$ cat src/tcm_pkg.sv
package tcm_pkg;

    localparam int RAW_BITS_DEF = 10;
    localparam int CFG_DATA_W   = 16;
    localparam int CFG_IDX_W    = 3;
    localparam int TIME_W       = 32;
    localparam int SPEED_W      = 16;
    localparam int WIPER_W      = 7;
    localparam int PCT_W        = 7;
    localparam int SPD_NUM_W    = 23;

    localparam logic [CFG_IDX_W-1:0] REG_JOY_REST   = 3'd0;
    localparam logic [CFG_IDX_W-1:0] REG_JOY_FULL   = 3'd1;
    localparam logic [CFG_IDX_W-1:0] REG_KNOB_BOT   = 3'd2;
    localparam logic [CFG_IDX_W-1:0] REG_KNOB_TOP   = 3'd3;
    localparam logic [CFG_IDX_W-1:0] REG_SPAN_LOW   = 3'd4;
    localparam logic [CFG_IDX_W-1:0] REG_SPAN_HIGH  = 3'd5;
    localparam logic [CFG_IDX_W-1:0] REG_SPEED_SOFT = 3'd6;
    localparam logic [CFG_IDX_W-1:0] REG_SPEED_HARD = 3'd7;

    localparam int JOY_REST_RST  = 550;
    localparam int JOY_FULL_RST  = 1023;
    localparam int KNOB_BOT_RST  = 0;
    localparam int KNOB_TOP_RST  = 1023;
    localparam logic [WIPER_W-1:0] SPAN_LOW_RST   = 7'd30;
    localparam logic [WIPER_W-1:0] SPAN_HIGH_RST  = 7'd63;
    localparam logic [SPEED_W-1:0] SPEED_SOFT_RST = 16'd2500;
    localparam logic [SPEED_W-1:0] SPEED_HARD_RST = 16'd3000;

    localparam logic [TIME_W-1:0]  UPDATE_PERIOD_MS = 32'd20;
    localparam logic [WIPER_W-1:0] WIPER_ONE_MIN    = 7'd30;
    localparam logic [WIPER_W-1:0] WIPER_ONE_MAX    = 7'd63;
    localparam logic [WIPER_W-1:0] WIPER_FLOOR      = 7'd30;
    localparam logic [PCT_W-1:0]   MIN_PCT          = 7'd5;
    localparam logic [PCT_W-1:0]   FULL_PCT         = 7'd100;

    function automatic logic [WIPER_W-1:0] clamp7(
        input logic [WIPER_W-1:0] v,
        input logic [WIPER_W-1:0] lo,
        input logic [WIPER_W-1:0] hi
    );
        logic [WIPER_W-1:0] r;
        if (v < lo)
        begin
            r = lo;
        end
        else if (v > hi)
        begin
            r = hi;
        end
        else
        begin
            r = v;
        end
        return r;
    endfunction

endpackage

$ cat src/throttle_command_mapper_core.sv
// Sequence: an accepted item runs the joystick map, knob map and target divisions when a remap is due, then the
// speed pull division if needed, then S_OUT; each division yields NUM_W = max(RAW_BITS+7, 23) quotient bits.
// Throughput: one item at a time, set by the shared bit-serial divider (one bit per cycle);
// ready returns as the result is loaded; an item with enabled low is taken every cycle.
// Reset: asynchronous, active low; registers to defaults, state and out_valid cleared, output data not reset.
module throttle_command_mapper_core #(
    parameter int RAW_BITS = tcm_pkg::RAW_BITS_DEF
) (
    input  logic                             clk,
    input  logic                             rst_n,
    input  logic                             cfg_write,
    input  logic [tcm_pkg::CFG_IDX_W-1:0]    cfg_index,
    input  logic [tcm_pkg::CFG_DATA_W-1:0]   cfg_data,
    input  logic                             in_valid,
    output logic                             in_ready,
    input  logic                             enabled,
    input  logic [tcm_pkg::TIME_W-1:0]       now_ms,
    input  logic [RAW_BITS-1:0]              joystick_raw,
    input  logic [RAW_BITS-1:0]              knob_raw,
    input  logic [tcm_pkg::SPEED_W-1:0]      vehicle_speed,
    input  logic                             pedal_stopped,
    input  logic                             brake_pressed,
    output logic                             out_valid,
    input  logic                             out_ready,
    output logic [tcm_pkg::WIPER_W-1:0]      wiper_one_out,
    output logic [tcm_pkg::WIPER_W-1:0]      wiper_two_out,
    output logic [tcm_pkg::PCT_W-1:0]        joystick_pct_out,
    output logic [tcm_pkg::PCT_W-1:0]        knob_pct_out
);
    import tcm_pkg::*;

    localparam int NUM_W = (RAW_BITS + 7 > SPD_NUM_W) ? RAW_BITS + 7 : SPD_NUM_W;
    localparam int DEN_W = (RAW_BITS > SPEED_W) ? RAW_BITS : SPEED_W;

    localparam logic [3:0] S_IDLE = 4'd0;
    localparam logic [3:0] S_JSET = 4'd1;
    localparam logic [3:0] S_JRUN = 4'd2;
    localparam logic [3:0] S_KSET = 4'd3;
    localparam logic [3:0] S_KRUN = 4'd4;
    localparam logic [3:0] S_TSET = 4'd5;
    localparam logic [3:0] S_TRUN = 4'd6;
    localparam logic [3:0] S_SPD  = 4'd7;
    localparam logic [3:0] S_SRUN = 4'd8;
    localparam logic [3:0] S_OUT  = 4'd9;

    logic [3:0] state_reg, state_next;

    logic [RAW_BITS-1:0] joy_rest_reg, joy_full_reg, knob_bot_reg, knob_top_reg;
    logic [WIPER_W-1:0]  span_lo_reg, span_hi_reg;
    logic [SPEED_W-1:0]  soft_reg, hard_reg;

    logic [TIME_W-1:0]  last_ms_reg, last_ms_next;
    logic [WIPER_W-1:0] target_reg, target_next;
    logic [WIPER_W-1:0] wiper_one_reg, wiper_one_next;
    logic [WIPER_W-1:0] wiper_two_reg, wiper_two_next;
    logic [PCT_W-1:0]   jpct_reg, jpct_next;
    logic [PCT_W-1:0]   kpct_reg, kpct_next;
    logic               out_valid_reg, out_valid_next;

    logic [RAW_BITS-1:0] jraw_reg, kraw_reg;
    logic [SPEED_W-1:0]  speed_reg;
    logic [WIPER_W-1:0]  out_w1_reg, out_w2_reg;
    logic [PCT_W-1:0]    out_jp_reg, out_kp_reg;

    logic               accept;
    logic               out_load;
    logic [TIME_W-1:0]  time_gap;

    logic                div_start;
    logic                div_done;
    logic [NUM_W-1:0]    div_num;
    logic [DEN_W-1:0]    div_den;
    logic [NUM_W-1:0]    div_quo;

    logic                sel_knob;
    logic [RAW_BITS-1:0] map_x, map_a, map_b;
    logic [RAW_BITS:0]   map_dx, map_db;
    logic [RAW_BITS-1:0] map_mx, map_mb;
    logic [NUM_W-1:0]    map_num;
    logic                map_void;
    logic [PCT_W-1:0]    map_pct;

    logic [WIPER_W:0]    span_d;
    logic [WIPER_W-1:0]  span_mag;
    logic [13:0]         t_prod;
    logic [WIPER_W-1:0]  t_val;

    logic                spd_over;
    logic [SPEED_W-1:0]  spd_n, spd_nc;
    logic [SPEED_W:0]    spd_r;
    logic                spd_r_pos;
    logic [SPD_NUM_W:0]  spd_num;
    logic [WIPER_W-1:0]  spd_direct;
    logic [WIPER_W-1:0]  spd_quo;

    tcm_div #(
        .NUM_W (NUM_W),
        .DEN_W (DEN_W)
    ) u_div (
        .clk   (clk),
        .rst_n (rst_n),
        .start (div_start),
        .num   (div_num),
        .den   (div_den),
        .done  (div_done),
        .quo   (div_quo)
    );

    assign in_ready = (state_reg == S_IDLE);
    assign accept   = in_valid && in_ready;
    assign time_gap = now_ms - last_ms_reg;

    // shared percentage map for joystick and knob
    assign sel_knob = (state_reg == S_KSET) || (state_reg == S_KRUN);
    assign map_x    = sel_knob ? kraw_reg     : jraw_reg;
    assign map_a    = sel_knob ? knob_bot_reg : joy_rest_reg;
    assign map_b    = sel_knob ? knob_top_reg : joy_full_reg;
    assign map_dx   = {1'b0, map_x} - {1'b0, map_a};
    assign map_db   = {1'b0, map_b} - {1'b0, map_a};
    assign map_mx   = map_dx[RAW_BITS] ? RAW_BITS'(-map_dx) : map_dx[RAW_BITS-1:0];
    assign map_mb   = map_db[RAW_BITS] ? RAW_BITS'(-map_db) : map_db[RAW_BITS-1:0];
    assign map_num  = NUM_W'(map_mx) * NUM_W'(FULL_PCT);
    assign map_void = (map_db == '0) || (map_dx[RAW_BITS] ^ map_db[RAW_BITS]);
    assign map_pct  = map_void ? '0 :
                      (div_quo > NUM_W'(FULL_PCT)) ? FULL_PCT : div_quo[PCT_W-1:0];

    // wiper target from joystick percentage
    assign span_d   = {1'b0, span_hi_reg} - {1'b0, span_lo_reg};
    assign span_mag = span_d[WIPER_W] ? WIPER_W'(-span_d) : span_d[WIPER_W-1:0];
    assign t_prod   = 14'(jpct_reg) * 14'(span_mag);
    assign t_val    = span_d[WIPER_W] ? span_lo_reg - div_quo[WIPER_W-1:0]
                                      : span_lo_reg + div_quo[WIPER_W-1:0];

    // speed pull toward the floor
    assign spd_over   = speed_reg > soft_reg;
    assign spd_n      = speed_reg - soft_reg;
    assign spd_r      = {1'b0, hard_reg} - {1'b0, soft_reg};
    assign spd_r_pos  = !spd_r[SPEED_W] && (spd_r[SPEED_W-1:0] != '0);
    assign spd_nc     = (spd_n > spd_r[SPEED_W-1:0]) ? spd_r[SPEED_W-1:0] : spd_n;
    assign spd_num    = (SPD_NUM_W + 1)'(target_reg) * (SPD_NUM_W + 1)'(spd_r[SPEED_W-1:0] - spd_nc)
                      + (SPD_NUM_W + 1)'(WIPER_FLOOR) * (SPD_NUM_W + 1)'(spd_nc);
    assign spd_direct = (spd_r == '0) ? WIPER_FLOOR : target_reg;
    assign spd_quo    = div_quo[WIPER_W-1:0];

    always_comb
    begin
        case (state_reg)
            S_JSET, S_KSET:
            begin
                div_num = map_num;
                div_den = DEN_W'(map_mb);
            end
            S_TSET:
            begin
                div_num = NUM_W'(t_prod);
                div_den = DEN_W'(FULL_PCT);
            end
            default:
            begin
                div_num = NUM_W'(spd_num);
                div_den = DEN_W'(spd_r[SPEED_W-1:0]);
            end
        endcase
    end

    assign div_start = (state_reg == S_JSET) || (state_reg == S_KSET) || (state_reg == S_TSET)
                     || ((state_reg == S_SPD) && spd_over && spd_r_pos);

    assign out_load = (state_reg == S_OUT) && (!out_valid_reg || out_ready);

    always_comb
    begin
        state_next     = state_reg;
        last_ms_next   = last_ms_reg;
        target_next    = target_reg;
        wiper_one_next = wiper_one_reg;
        wiper_two_next = wiper_two_reg;
        jpct_next      = jpct_reg;
        kpct_next      = kpct_reg;
        out_valid_next = out_valid_reg && !out_ready;
        case (state_reg)
            S_IDLE:
            begin
                if (accept && enabled)
                begin
                    if (pedal_stopped || brake_pressed)
                    begin
                        target_next    = '0;
                        wiper_one_next = '0;
                        wiper_two_next = '0;
                        jpct_next      = '0;
                        kpct_next      = '0;
                        state_next     = S_SPD;
                    end
                    else if (time_gap > UPDATE_PERIOD_MS)
                    begin
                        last_ms_next = now_ms;
                        state_next   = S_JSET;
                    end
                    else
                    begin
                        state_next = S_SPD;
                    end
                end
            end
            S_JSET:
            begin
                state_next = S_JRUN;
            end
            S_JRUN:
            begin
                if (div_done)
                begin
                    jpct_next  = map_pct;
                    state_next = S_KSET;
                end
            end
            S_KSET:
            begin
                state_next = S_KRUN;
            end
            S_KRUN:
            begin
                if (div_done)
                begin
                    kpct_next = map_pct;
                    if ((jpct_reg < MIN_PCT) || (map_pct < MIN_PCT))
                    begin
                        target_next    = '0;
                        wiper_one_next = '0;
                        wiper_two_next = '0;
                        state_next     = S_SPD;
                    end
                    else
                    begin
                        state_next = S_TSET;
                    end
                end
            end
            S_TSET:
            begin
                state_next = S_TRUN;
            end
            S_TRUN:
            begin
                if (div_done)
                begin
                    target_next    = t_val;
                    wiper_one_next = (t_val == '0) ? '0 :
                                     clamp7(t_val, WIPER_ONE_MIN, WIPER_ONE_MAX);
                    wiper_two_next = (t_val == '0) ? '0 :
                                     clamp7(t_val, span_lo_reg, span_hi_reg);
                    state_next     = S_SPD;
                end
            end
            S_SPD:
            begin
                if (spd_over && spd_r_pos)
                begin
                    state_next = S_SRUN;
                end
                else
                begin
                    if (spd_over)
                    begin
                        wiper_two_next = (spd_direct < WIPER_FLOOR) ? WIPER_FLOOR : spd_direct;
                    end
                    state_next = S_OUT;
                end
            end
            S_SRUN:
            begin
                if (div_done)
                begin
                    wiper_two_next = (spd_quo < WIPER_FLOOR) ? WIPER_FLOOR : spd_quo;
                    state_next     = S_OUT;
                end
            end
            S_OUT:
            begin
                if (out_load)
                begin
                    out_valid_next = 1'b1;
                    state_next     = S_IDLE;
                end
            end
            default:
            begin
                state_next = S_IDLE;
            end
        endcase
    end

    always_ff @(posedge clk or negedge rst_n)
    begin
        if (!rst_n)
        begin
            state_reg     <= S_IDLE;
            last_ms_reg   <= '0;
            target_reg    <= '0;
            wiper_one_reg <= '0;
            wiper_two_reg <= '0;
            jpct_reg      <= '0;
            kpct_reg      <= '0;
            out_valid_reg <= 1'b0;
        end
        else
        begin
            state_reg     <= state_next;
            last_ms_reg   <= last_ms_next;
            target_reg    <= target_next;
            wiper_one_reg <= wiper_one_next;
            wiper_two_reg <= wiper_two_next;
            jpct_reg      <= jpct_next;
            kpct_reg      <= kpct_next;
            out_valid_reg <= out_valid_next;
        end
    end

    always_ff @(posedge clk or negedge rst_n)
    begin
        if (!rst_n)
        begin
            joy_rest_reg <= RAW_BITS'(JOY_REST_RST);
            joy_full_reg <= RAW_BITS'(JOY_FULL_RST);
            knob_bot_reg <= RAW_BITS'(KNOB_BOT_RST);
            knob_top_reg <= RAW_BITS'(KNOB_TOP_RST);
            span_lo_reg  <= SPAN_LOW_RST;
            span_hi_reg  <= SPAN_HIGH_RST;
            soft_reg     <= SPEED_SOFT_RST;
            hard_reg     <= SPEED_HARD_RST;
        end
        else if (cfg_write)
        begin
            case (cfg_index)
                REG_JOY_REST:   joy_rest_reg <= cfg_data[RAW_BITS-1:0];
                REG_JOY_FULL:   joy_full_reg <= cfg_data[RAW_BITS-1:0];
                REG_KNOB_BOT:   knob_bot_reg <= cfg_data[RAW_BITS-1:0];
                REG_KNOB_TOP:   knob_top_reg <= cfg_data[RAW_BITS-1:0];
                REG_SPAN_LOW:   span_lo_reg  <= cfg_data[WIPER_W-1:0];
                REG_SPAN_HIGH:  span_hi_reg  <= cfg_data[WIPER_W-1:0];
                REG_SPEED_SOFT: soft_reg     <= cfg_data[SPEED_W-1:0];
                REG_SPEED_HARD: hard_reg     <= cfg_data[SPEED_W-1:0];
                default:        ;
            endcase
        end
    end

    // hold the item's readings while it is worked on
    always_ff @(posedge clk)
    begin
        if (accept)
        begin
            jraw_reg  <= joystick_raw;
            kraw_reg  <= knob_raw;
            speed_reg <= vehicle_speed;
        end
        if (out_load)
        begin
            out_w1_reg <= wiper_one_reg;
            out_w2_reg <= wiper_two_reg;
            out_jp_reg <= jpct_reg;
            out_kp_reg <= kpct_reg;
        end
    end

    assign out_valid        = out_valid_reg;
    assign wiper_one_out    = out_w1_reg;
    assign wiper_two_out    = out_w2_reg;
    assign joystick_pct_out = out_jp_reg;
    assign knob_pct_out     = out_kp_reg;

endmodule

$ cat src/tcm_div.sv
module tcm_div #(
    parameter int NUM_W = tcm_pkg::SPD_NUM_W,
    parameter int DEN_W = tcm_pkg::SPEED_W
) (
    input  logic             clk,
    input  logic             rst_n,
    input  logic             start,
    input  logic [NUM_W-1:0] num,
    input  logic [DEN_W-1:0] den,
    output logic             done,
    output logic [NUM_W-1:0] quo
);
    import tcm_pkg::*;

    localparam int CNT_W = $clog2(NUM_W);

    logic             busy_reg, busy_next;
    logic             done_reg, done_next;
    logic [CNT_W-1:0] count_reg, count_next;
    logic [DEN_W-1:0] rem_reg, rem_next;
    logic [NUM_W-1:0] quo_reg, quo_next;
    logic [DEN_W-1:0] den_reg;

    logic [DEN_W:0]   shifted;
    logic [DEN_W+1:0] trial;
    logic             fits;

    assign shifted = {rem_reg, quo_reg[NUM_W-1]};
    assign trial   = {1'b0, shifted} - {2'b00, den_reg};
    assign fits    = !trial[DEN_W+1];

    always_comb
    begin
        busy_next  = busy_reg;
        done_next  = 1'b0;
        count_next = count_reg;
        rem_next   = rem_reg;
        quo_next   = quo_reg;
        if (start)
        begin
            busy_next  = 1'b1;
            count_next = '0;
            rem_next   = '0;
            quo_next   = num;
        end
        else if (busy_reg)
        begin
            // one quotient bit per cycle
            rem_next   = fits ? trial[DEN_W-1:0] : shifted[DEN_W-1:0];
            quo_next   = {quo_reg[NUM_W-2:0], fits};
            count_next = count_reg + 1'b1;
            if (count_reg == CNT_W'(NUM_W - 1))
            begin
                busy_next = 1'b0;
                done_next = 1'b1;
            end
        end
    end

    always_ff @(posedge clk or negedge rst_n)
    begin
        if (!rst_n)
        begin
            busy_reg  <= 1'b0;
            done_reg  <= 1'b0;
            count_reg <= '0;
        end
        else
        begin
            busy_reg  <= busy_next;
            done_reg  <= done_next;
            count_reg <= count_next;
        end
    end

    always_ff @(posedge clk)
    begin
        rem_reg <= rem_next;
        quo_reg <= quo_next;
        if (start)
        begin
            den_reg <= den;
        end
    end

    assign done = done_reg;
    assign quo  = quo_reg;

endmodule

$ cat config.mk
export PLATFORM = sky130hd
export DESIGN_NAME = throttle_command_mapper_core
export DESIGN_NICKNAME = d
export VERILOG_FILES = /design/src/tcm_pkg.sv /design/src/throttle_command_mapper_core.sv /design/src/tcm_div.sv
export SDC_FILE = /design/constraint.sdc
export NUM_CORES = 1
export LEC_CHECK = 0
export ABC_AREA = 1
export BUFFER_PORTS_ARGS = -buffer_cell sky130_fd_sc_hd__buf_4
export CAP_MARGIN = 0
export CORE_MARGIN = 1.5
export CORE_UTILIZATION = 64
export CTS_CLUSTER_DIAMETER = 150
export CTS_CLUSTER_SIZE = 10
export DETAILED_ROUTE_END_ITERATION = 10
export PLACE_DENSITY = 0.82
export SLEW_MARGIN = 25
export SYNTH_ARGS = -nofsm -noshare
export SYNTH_HDL_FRONTEND = slang
export SYNTH_SLANG_ARGS = --single-unit
$ cat constraint.sdc
create_clock -name clk -period 11.85 [get_ports clk]
set_input_delay 0.5925 -clock clk [delete_from_list [all_inputs] [get_ports clk]]
set_output_delay 0.5925 -clock clk [all_outputs]
set_load 0.05 [all_outputs]
# After elaboration in Yosys (flattened, before gate mapping)
# Cells that the tools add are included.
op_classes:
  bitwise_logic: 2
  mux: 61
  n_mul: 4
  n_reduce_logical: 46
  add_sub_neg: 15
  eq_ne: 27
  order_cmp: 12
ops:
  columns: ["op", "count"]
  rows:
  - ["7-bit 2-to-1 mux", 24]
  - ["10-bit 2-to-1 mux", 5]
  - ["23-bit 2-to-1 mux", 2]
  - ["23-bit one-hot mux with 2 select lines", 1]
  - ["7-bit one-hot mux with 3 select lines", 2]
  - ["4-bit one-hot mux with 10 select lines", 1]
  - ["7-bit one-hot mux with 5 select lines", 1]
  - ["16-bit by 16-bit subtractor with 17-bit output", 2]
  - ["16-bit > comparator", 2]
  - ["32-bit by 5-bit > comparator with 1-bit output (second input constant)", 1]
  - ["16-bit 2-to-1 mux", 2]
  - ["16-bit one-hot mux with 2 select lines", 1]
  - ["32-bit subtractor", 1]
  - ["7-bit one-hot mux with 2 select lines", 2]
  - ["4-bit 2-to-1 mux", 6]
  - ["23-bit by 21-bit adder with 23-bit output", 1]
  - ["23-bit by 7-bit > comparator with 1-bit output (second input constant)", 1]
  - ["8-bit by 17-bit multiplier with 23-bit output", 1]
  - ["10-bit by 10-bit subtractor with 11-bit output", 2]
  - ["7-bit by 5-bit less-than comparator with 1-bit output (second input constant)", 3]
  - ["4-bit by 16-bit multiplier with 20-bit output (first input constant)", 1]
  - ["10-bit negation", 2]
  - ["17-bit by 16-bit subtractor with 18-bit output", 1]
  - ["17-bit logical NOT", 1]
  - ["other kinds (44)", 101]
totals:
  reg_bits: 284
  out_inout_bits: 30
  word_cells: 196
  input_bits: 95

# Logic depth before layout (Yosys ltp)
# Gate-level depths: netlist of the first run.
logic_depth:
  word_depth: 12
  depth_mapped: 71
  depth_no_buf: 71

# Cells and area by module
# Synthesis of the first run repeated with hierarchy kept, for this count alone.
unflattened:
  hier_cells: 3751
  hier_area_um2: 28762.6
modules_own_cells:
  columns: ["mod", "area_per_inst_um2", "n_inst", "seq_area_each_um2", "cells_per_inst"]
  rows:
  - ["throttle_command_mapper_core", 25126.6, 1, 5933.2, 3285]
  - ["tcm_div", 3636.0, 1, 1666.6, 466]

# Worst setup path after synthesis of the first run
# No wires, ideal clock.
synth_path:
  path_type: "flip-flop to flip-flop"
  from: "register soft_reg[8]"
  to: "register u_div.quo_reg[22] (netlist: u_div.quo[22]) (data pin)"
  synth_period_minus_slack_ps: 10723
  stages_incl_launch_ff: 69
  required_time_ps: 11597
  setup_slack_ps: 1127
  setup_ps: 253
  arrival_time_ps: 10470
  path_buffers: 0
  cell_sequence: "dfstp_2 -> inv_1 -> ha_1 -> nand2_1 -> nor2_2 -> nand3_2 -> nand3_2 -> a21oi_1 -> o21bai_1 -> a21oi_1 -> o21bai_1 -> a21oi_1 -> nor2_1 -> nor2_1 -> xor2_1 -> ha_1 -> nand4_1 -> inv_1 -> [... 33 more ...] -> nand2_1 -> nand2_1 -> fa_1 -> fa_1 -> inv_1 -> fa_1 -> fa_1 -> inv_1 -> ha_1 -> inv_1 -> nor4_1 -> nand2_1 -> o311ai_0 -> xnor2_1 -> inv_1 -> nand4_1 -> nand3_1 -> nand2_1"
synth_via:
  elab_chain_cells: 8
  word_cells_on_any_way: 17
  cone_classes: "add/sub (4); mul (2); order compare (2); mux (3); reduce/logical (6)"
synth_rtl:
  columns: ["item", "line_no", "rtl"]
  rows:
  - ["from (decl)", "throttle_command_mapper_core.sv:50", "logic [SPEED_W-1:0] soft_reg, hard_reg;"]
  - ["from (signal assigned)", "throttle_command_mapper_core.sv:342", "REG_SPEED_SOFT: soft_reg <= cfg_data[SPEED_W-1:0];"]
  - ["16-bit subtractor / 16-bit by 16-bit subtractor with 17-bit output (equally long branches)", "throttle_command_mapper_core.sv:136, throttle_command_mapper_core.sv:137", null]
  - ["16-bit > comparator", "throttle_command_mapper_core.sv:139", "assign spd_nc = (spd_n > spd_r[SPEED_W-1:0]) ? spd_r[SPEED_W-1:0] : spd_n;"]
  - ["16-bit 2-to-1 mux", "throttle_command_mapper_core.sv:139", null]
  - ["16-bit by 16-bit subtractor with 17-bit output", "throttle_command_mapper_core.sv:140", "assign spd_num = (SPD_NUM_W + 1)'(target_reg) * (SPD_NUM_W + 1)'(spd_r[SPEED_W-1:0] - spd_nc)"]
  - ["8-bit by 17-bit multiplier with 23-bit output", "throttle_command_mapper_core.sv:140", null]
  - ["23-bit by 21-bit adder with 23-bit output", "throttle_command_mapper_core.sv:141", "+ (SPD_NUM_W + 1)'(WIPER_FLOOR) * (SPD_NUM_W + 1)'(spd_nc);"]
  - ["23-bit one-hot mux with 2 select lines", "throttle_command_mapper_core.sv:147", "case (state_reg)"]
  - ["23-bit 2-to-1 mux (*)", "tcm_div.sv:39", "if (start)"]
  - ["via u_div.quo_next[22]", "tcm_div.sv:21", "logic [NUM_W-1:0] quo_reg, quo_next;"]
  - ["to (signal assigned)", "tcm_div.sv:79", "quo_reg <= quo_next;"]
  - ["to (decl)", "tcm_div.sv:21", null]
# Mark *: on every way through the listed nets, which the timed path passes. The rest lies on a longest branch.
# A chain may end at the register's enable or synchronous reset.

# Final worst setup path of the first run
layout_path:
  from: "register soft_reg[2]"
  to: "register u_div.quo_reg[19] (netlist: u_div.quo[19]) (data pin)"
# Same word-level chain as after synthesis.

==> run metrics, run 1 <==
outcome=complete, no violations; antenna violations before repair=1; Hold Buf Count CTS=0; FF-to-FF Start=soft_reg[2]; Total Wirelength=68590 microns; Syn Inst Count=3547; Critical Path RT=12.13 ns; IO Port Bufs=124; Crit Path Category=reg2reg; synthesized area=0.02780 sq mm; largest net degree at the start of global routing=89; endpoints failing hold=0; total CTS buffers=34; layout cells sized above 1=9.640%; HPWL Detailed=54840 microns; Fmax=0.08957 GHz; slowest CP cell=fa_1; die area=0.04470 sq mm; Async S/R FF share, synth=58.10%; Setup crit start kind=flip-flop; Final Non-Filler Cells=4278; Worst path max stage delay=0.54 ns; core area=0.04298 sq mm; Final min period=11.16 ns; Setup violations, final=0; number of global-route vias before repair=23010; worst slew pin tran=1.075 ns; drt drc=0; worst r2r dst=u_div.quo[19]; vias post-DR=23840; Initial Util=64.68%; drt initial violations=1589; H-Tree Depth=2; max reg flops=32; #FFs+latches synth=284; worst hold-check path type=in2async; Slew HR=27.58%; Worst-path clk slew=0.06 ns; R2R Setup Slk=0.69 ns; Max FO, Critical Path=10; max_cap viols=0; Final Hold Slack=0.1087 ns; YS warnings=0; row count=76; Crit path arrival time=11.45 ns; skew final=0.02933 ns; Avg WL per Cell=16.03 microns; syn nets=4101; Chip Width=211.4 microns; TritonCTS clock tree=done; root buffer cell=clkbuf_16; Ant. Diodes=0; remaining antenna violation count=0; total iterations of the first detailed-routing run=6; GRT overflow=0; r2r worst-path depth=66; worst skew pair latency=0.56 ns; worst-case clock buffer depth=3; crit share post-route=94.21%; Layout Nets=4221; Distinct cells, synth=66; routed vias/inst=5.572; Post-synth EDFFs=103; Area Overhead vs Synth=10.13%; most common cell after layout, fill and taps aside=nand2_1; Global Route Usage Sum=31.28%; clock sink count=284; Die Y=211.4 microns; IO Count=125; sequential area share after synthesis=27.34%; max-slew violations=0; post-layout util=71.23%; critical path endpoint category=flip-flop; first-pass GRT wire length=112400 microns; predominant post-synthesis flop cell=dfrtp_1; most frequent cells in the layout=677 x nand2_1, 640 x inv_1, 324 x nor2_1; # placed instances=4206; Post-Syn Area per Cell=7.837 sq um; GP Congestion=0.9784; Most common cell on crit path=nand2_1
## what timing repair did
item,in CTS,in global routing
endpoints found under the setup margin,0,7
setup buffers,0,9
gates resized for setup,0,39
## logic make-up (layout without fill, tap and decap cells)
logic type / after synthesis / in the layout / synth area share [%]
XOR/XNOR: 155 / 155 / 4.991
multiplexers: 11 / 11 / 0.4006
adder cells (fa/ha/maj): 459 / 459 / 25.17
AND/OR/NAND/NOR: 1273 / 1273 / 19.32
flip-flops: 284 / 284 / 27.34
AO/OA/AOI/OAI: 639 / 639 / 12.87
buffers and inverters: 726 / 872 / 9.915
## how the worst max path moves through the flow
stage / startpoint / endpoint / cells past startpoint
finish: soft_reg[2] / u_div.quo[19] / 66
global route: soft_reg[3] / u_div.quo[21] / 68
CTS: soft_reg[2] / u_div.quo[22] / 68
detailed placement: soft_reg[2] / u_div.quo[22] / 68
global placement: soft_reg[2] / u_div.quo[22] / 68
floorplan: soft_reg[8] / u_div.quo[22] / 68
## routing by layer
| layer | vias up | global-route usage (%) | wire (microns) |
|---|---|---|---|
| met5 | - | 0 | 11 |
| met4 | 2 | 8.498 | 1855 |
| met3 | 138 | 4.851 | 4500 |
| met2 | 694 | 52.05 | 31960 |
| met1 | 11300 | 42.60 | 30270 |
| li1 | 11700 | - | - |
## worst max-delay path, delay by kind of cell, from the launching register on
kind            cells  cell delay (ns)
compound gates     17             2.30
buf+inv             9             0.71
fa+ha+maj          10             3.87
flops               1             0.53
simple gates       26             2.75
xor+xnor            4             0.75
## per-stage QoR
step / worst slack [ns] / cell area [sq um] / TNS (ns)
2_1_floorplan: 1.127 / 27800 / 0
3_3_place_gp: 0.2650 / 29340 / 0
4_1_cts: 0.04097 / 30350 / 0
3_5_place_dp: 0.05427 / 29340 / 0
6_report: 0.6861 / 30620 / 0
5_1_grt: -0.06806 / 30620 / -0.1791
## synthesized netlist by cell type (10+ instances only)
cell | count | share of area, %
dfrtp_1 | 119 | 11
xor2_1 | 92 | 2.9
nand4_1 | 34 | 0.77
buf_2 | 13 | 0.23
nand3_1 | 101 | 1.8
nand2_1 | 679 | 9.2
fa_1 | 167 | 12
nand3_2 | 14 | 0.50
a31oi_1 | 10 | 0.23
o211ai_1 | 24 | 0.65
nand2_2 | 15 | 0.34
o21ai_1 | 15 | 0.27
nor4_1 | 16 | 0.36
inv_1 | 644 | 8.7
dfstp_2 | 46 | 4.3
dfxtp_1 | 16 | 1.2
mux2i_1 | 10 | 0.36
xnor2_1 | 59 | 1.9
nor2_2 | 16 | 0.36
ha_1 | 292 | 13
clkbuf_1 | 49 | 0.66
o21ai_0 | 228 | 4.1
o21bai_1 | 21 | 0.57
o22ai_1 | 15 | 0.34
nor3_1 | 38 | 0.68
a21oi_1 | 252 | 4.5
nor2_1 | 328 | 4.4
o31ai_1 | 16 | 0.43
edfxtp_1 | 103 | 11
## layout make-up
class | instances | area [sq um]
Tap cell | 585 | 732.0
Clock buffer | 58 | 940.9
Timing Repair Buffer | 149 | 1139
Inverter | 661 | 2484
Sequential cell | 284 | 7600
Multi-Input combinational cell | 2537 | 17650
Fill cell | 3512 | 12370
Clock inverter | 4 | 67.56
Power of run 1 is left out: the tool's default activity adds up to more than one toggle a clock period on the data nets, which glitch-free logic cannot reach.
==> inputs of run 2 (changes only) <==
CORE_UTILIZATION = 50   (was 64)
PLACE_DENSITY = 0.67   (was 0.82)
==> run metrics, run 2 (same netlist as run 1, synthesis figures left out) <==
Die Y=238.8 microns (+13%); Final min period=11.07 ns (-0.09049 ns); Chip Width=238.8 microns (+13%); CP delay by family, top=adder cells; skew final=0.02879 ns (-0.0005445 ns); Worst-path clk slew=0.06 ns (about the same); crit share post-route=93.45% (-0.76 points); GRT overflow=0 (unchanged); r2r worst-path depth=70 (+6.1%); clock sink count=284 (unchanged); vias post-DR=23370 (-2.0%); drt drc=0 (unchanged); fillcell total=5257 (+50%); Worst path max stage delay=0.53 ns (about the same); HPWL Detailed=56760 microns (+3.5%); root buffer cell=clkbuf_16; endpoints failing hold=0 (unchanged); Layout Nets=4224 (+0.071%); worst slew pin tran=1.039 ns (-0.03514 ns); most frequent cells in the layout=676 x nand2_1, 641 x inv_1, 321 x nor2_1; drt initial violations=1544 (-2.8%); max_cap viols=0 (unchanged); Ant. Diodes=0 (unchanged); slowest CP cell=fa_1; Most common cell on crit path=nand2_1; row count=86 (+13%); Worst path depth=70 (+6.1%); largest net degree at the start of global routing=72 (-19%); Setup crit start kind=flip-flop; first-pass GRT wire length=113900 microns (+1.3%); core area=0.05499 sq mm (+28%); max reg flops=32 (unchanged); # placed instances=4372 (+3.9%); Final Non-Filler Cells=4444 (+3.9%); setup TNS=0 ns (unchanged); Total Wirelength=70350 microns (+2.6%); total iterations of the first detailed-routing run=5 (-1); routed vias/inst=5.258 (-5.6%); layout cells sized above 1=9.794% (+0.15 points); remaining antenna violation count=0 (unchanged); total CTS buffers=34 (unchanged); Max FO, Critical Path=10 (unchanged); R2R Setup Slk=0.78 ns (+0.09 ns); Initial Util=50.56% (-14 points); die area=0.05702 sq mm (+28%); number of global-route vias before repair=22580 (-1.9%); Crit path arrival time=11.40 ns (-0.05 ns); Global Route Usage Sum=24.95% (-6.3 points); crit path from=soft_reg[2]; Critical Path RT=12.18 ns (+0.05 ns); antenna violations before repair=2 (+1); Slew HR=29.95% (+2.4 points); Critical Path Sink=u_div.quo[22]; GP Congestion=0.9369 (-4.2%); outcome=complete, no violations; Area Overhead vs Synth=10.95%; IO Port Bufs=124 (unchanged); IO Count=125 (unchanged); worst hold-check path type=in2reg; Avg WL per Cell=15.83 microns (-1.3%); worst-case clock buffer depth=3 (unchanged); most common cell after layout, fill and taps aside=nand2_1; Setup violations, final=0 (unchanged); FF-to-FF Start=soft_reg[2]; Crit Path Category=reg2reg; H-Tree Depth=2 (unchanged); TritonCTS clock tree=done; worst r2r dst=u_div.quo[22]; max-slew violations=0 (unchanged); critical path endpoint category=flip-flop; worst skew pair latency=0.58 ns (+0.02 ns); Fmax=0.09031 GHz (+0.82%); Buf/Inv on CP=10 (+1)
run 2: cell count changes in the layout (fill, tap and decap cells not counted), moves of 2 or more:
cell / delta
nor2_2: +3
a21oi_1: -2
a21oi_2: +2
nor2_1: -3
buf_4: +3
run 2: layout make-up:
| cell class | instances | area [sq um] | area share, % |
|---|---|---|---|
| clock buffer | 58 | 940.9 | 3.051 |
| inverter | 661 | 2484 | 8.052 |
| sequential | 284 | 7600 | 24.64 |
| multi-input combinational | 2537 | 17660 | 57.24 |
| timing repair buffer | 152 | 1160 | 3.760 |
| clock inverter | 4 | 67.56 | 0.2191 |
| tap | 748 | 935.9 | 3.034 |
run 2: what timing repair did:
item                                    4_1_cts  5_1_grt
endpoints found under the setup margin        1        7
hold buffers                                  1        0
pin swaps                                     0       11
buffers inserted                              0        9
hold endpoints to repair                     34        0
gates resized for setup                       1       42
run 2: how the worst min path moves through the flow:
stage / startpoint / to / slack [ns] / cells after the start
floorplan: rst_n / hard_reg[0] / 0.30 / 0
global placement: wiper_two_reg[2] / wiper_two_out[2] / 0.43 / 0
detailed placement: wiper_two_reg[2] / wiper_two_out[2] / 0.43 / 0
CTS: knob_raw[0] / kraw_reg[0] / 0.18 / 1
global route: knob_raw[0] / kraw_reg[0] / 0.19 / 1
finish: knob_raw[5] / kraw_reg[5] / 0.20 / 1
run 2: metrics by stage:
step	cell area [sq um]	util, %	worst slack [ns]	hold slack, ns
2_1_floorplan	27800	-	1.127	0.2969
6_report	30840	56.09	0.7766	0.2049
4_1_cts	30600	55.66	0.02791	0.1767
3_3_place_gp	29560	53.75	0.1770	0.4308
3_5_place_dp	29580	53.79	-0.0003562	0.4340
5_1_grt	30840	56.09	-0.07323	0.1851
run 2: layer usage:
metal,part of all wire [%],routed length (microns),global-route usage (%)
met5,0.016,11,0
met4,2.6,1805,6.732
met3,5.6,3910,4.180
met2,46,32090,41.28
met1,46,32540,33.79
Power of run 2 is left out for the same reason.
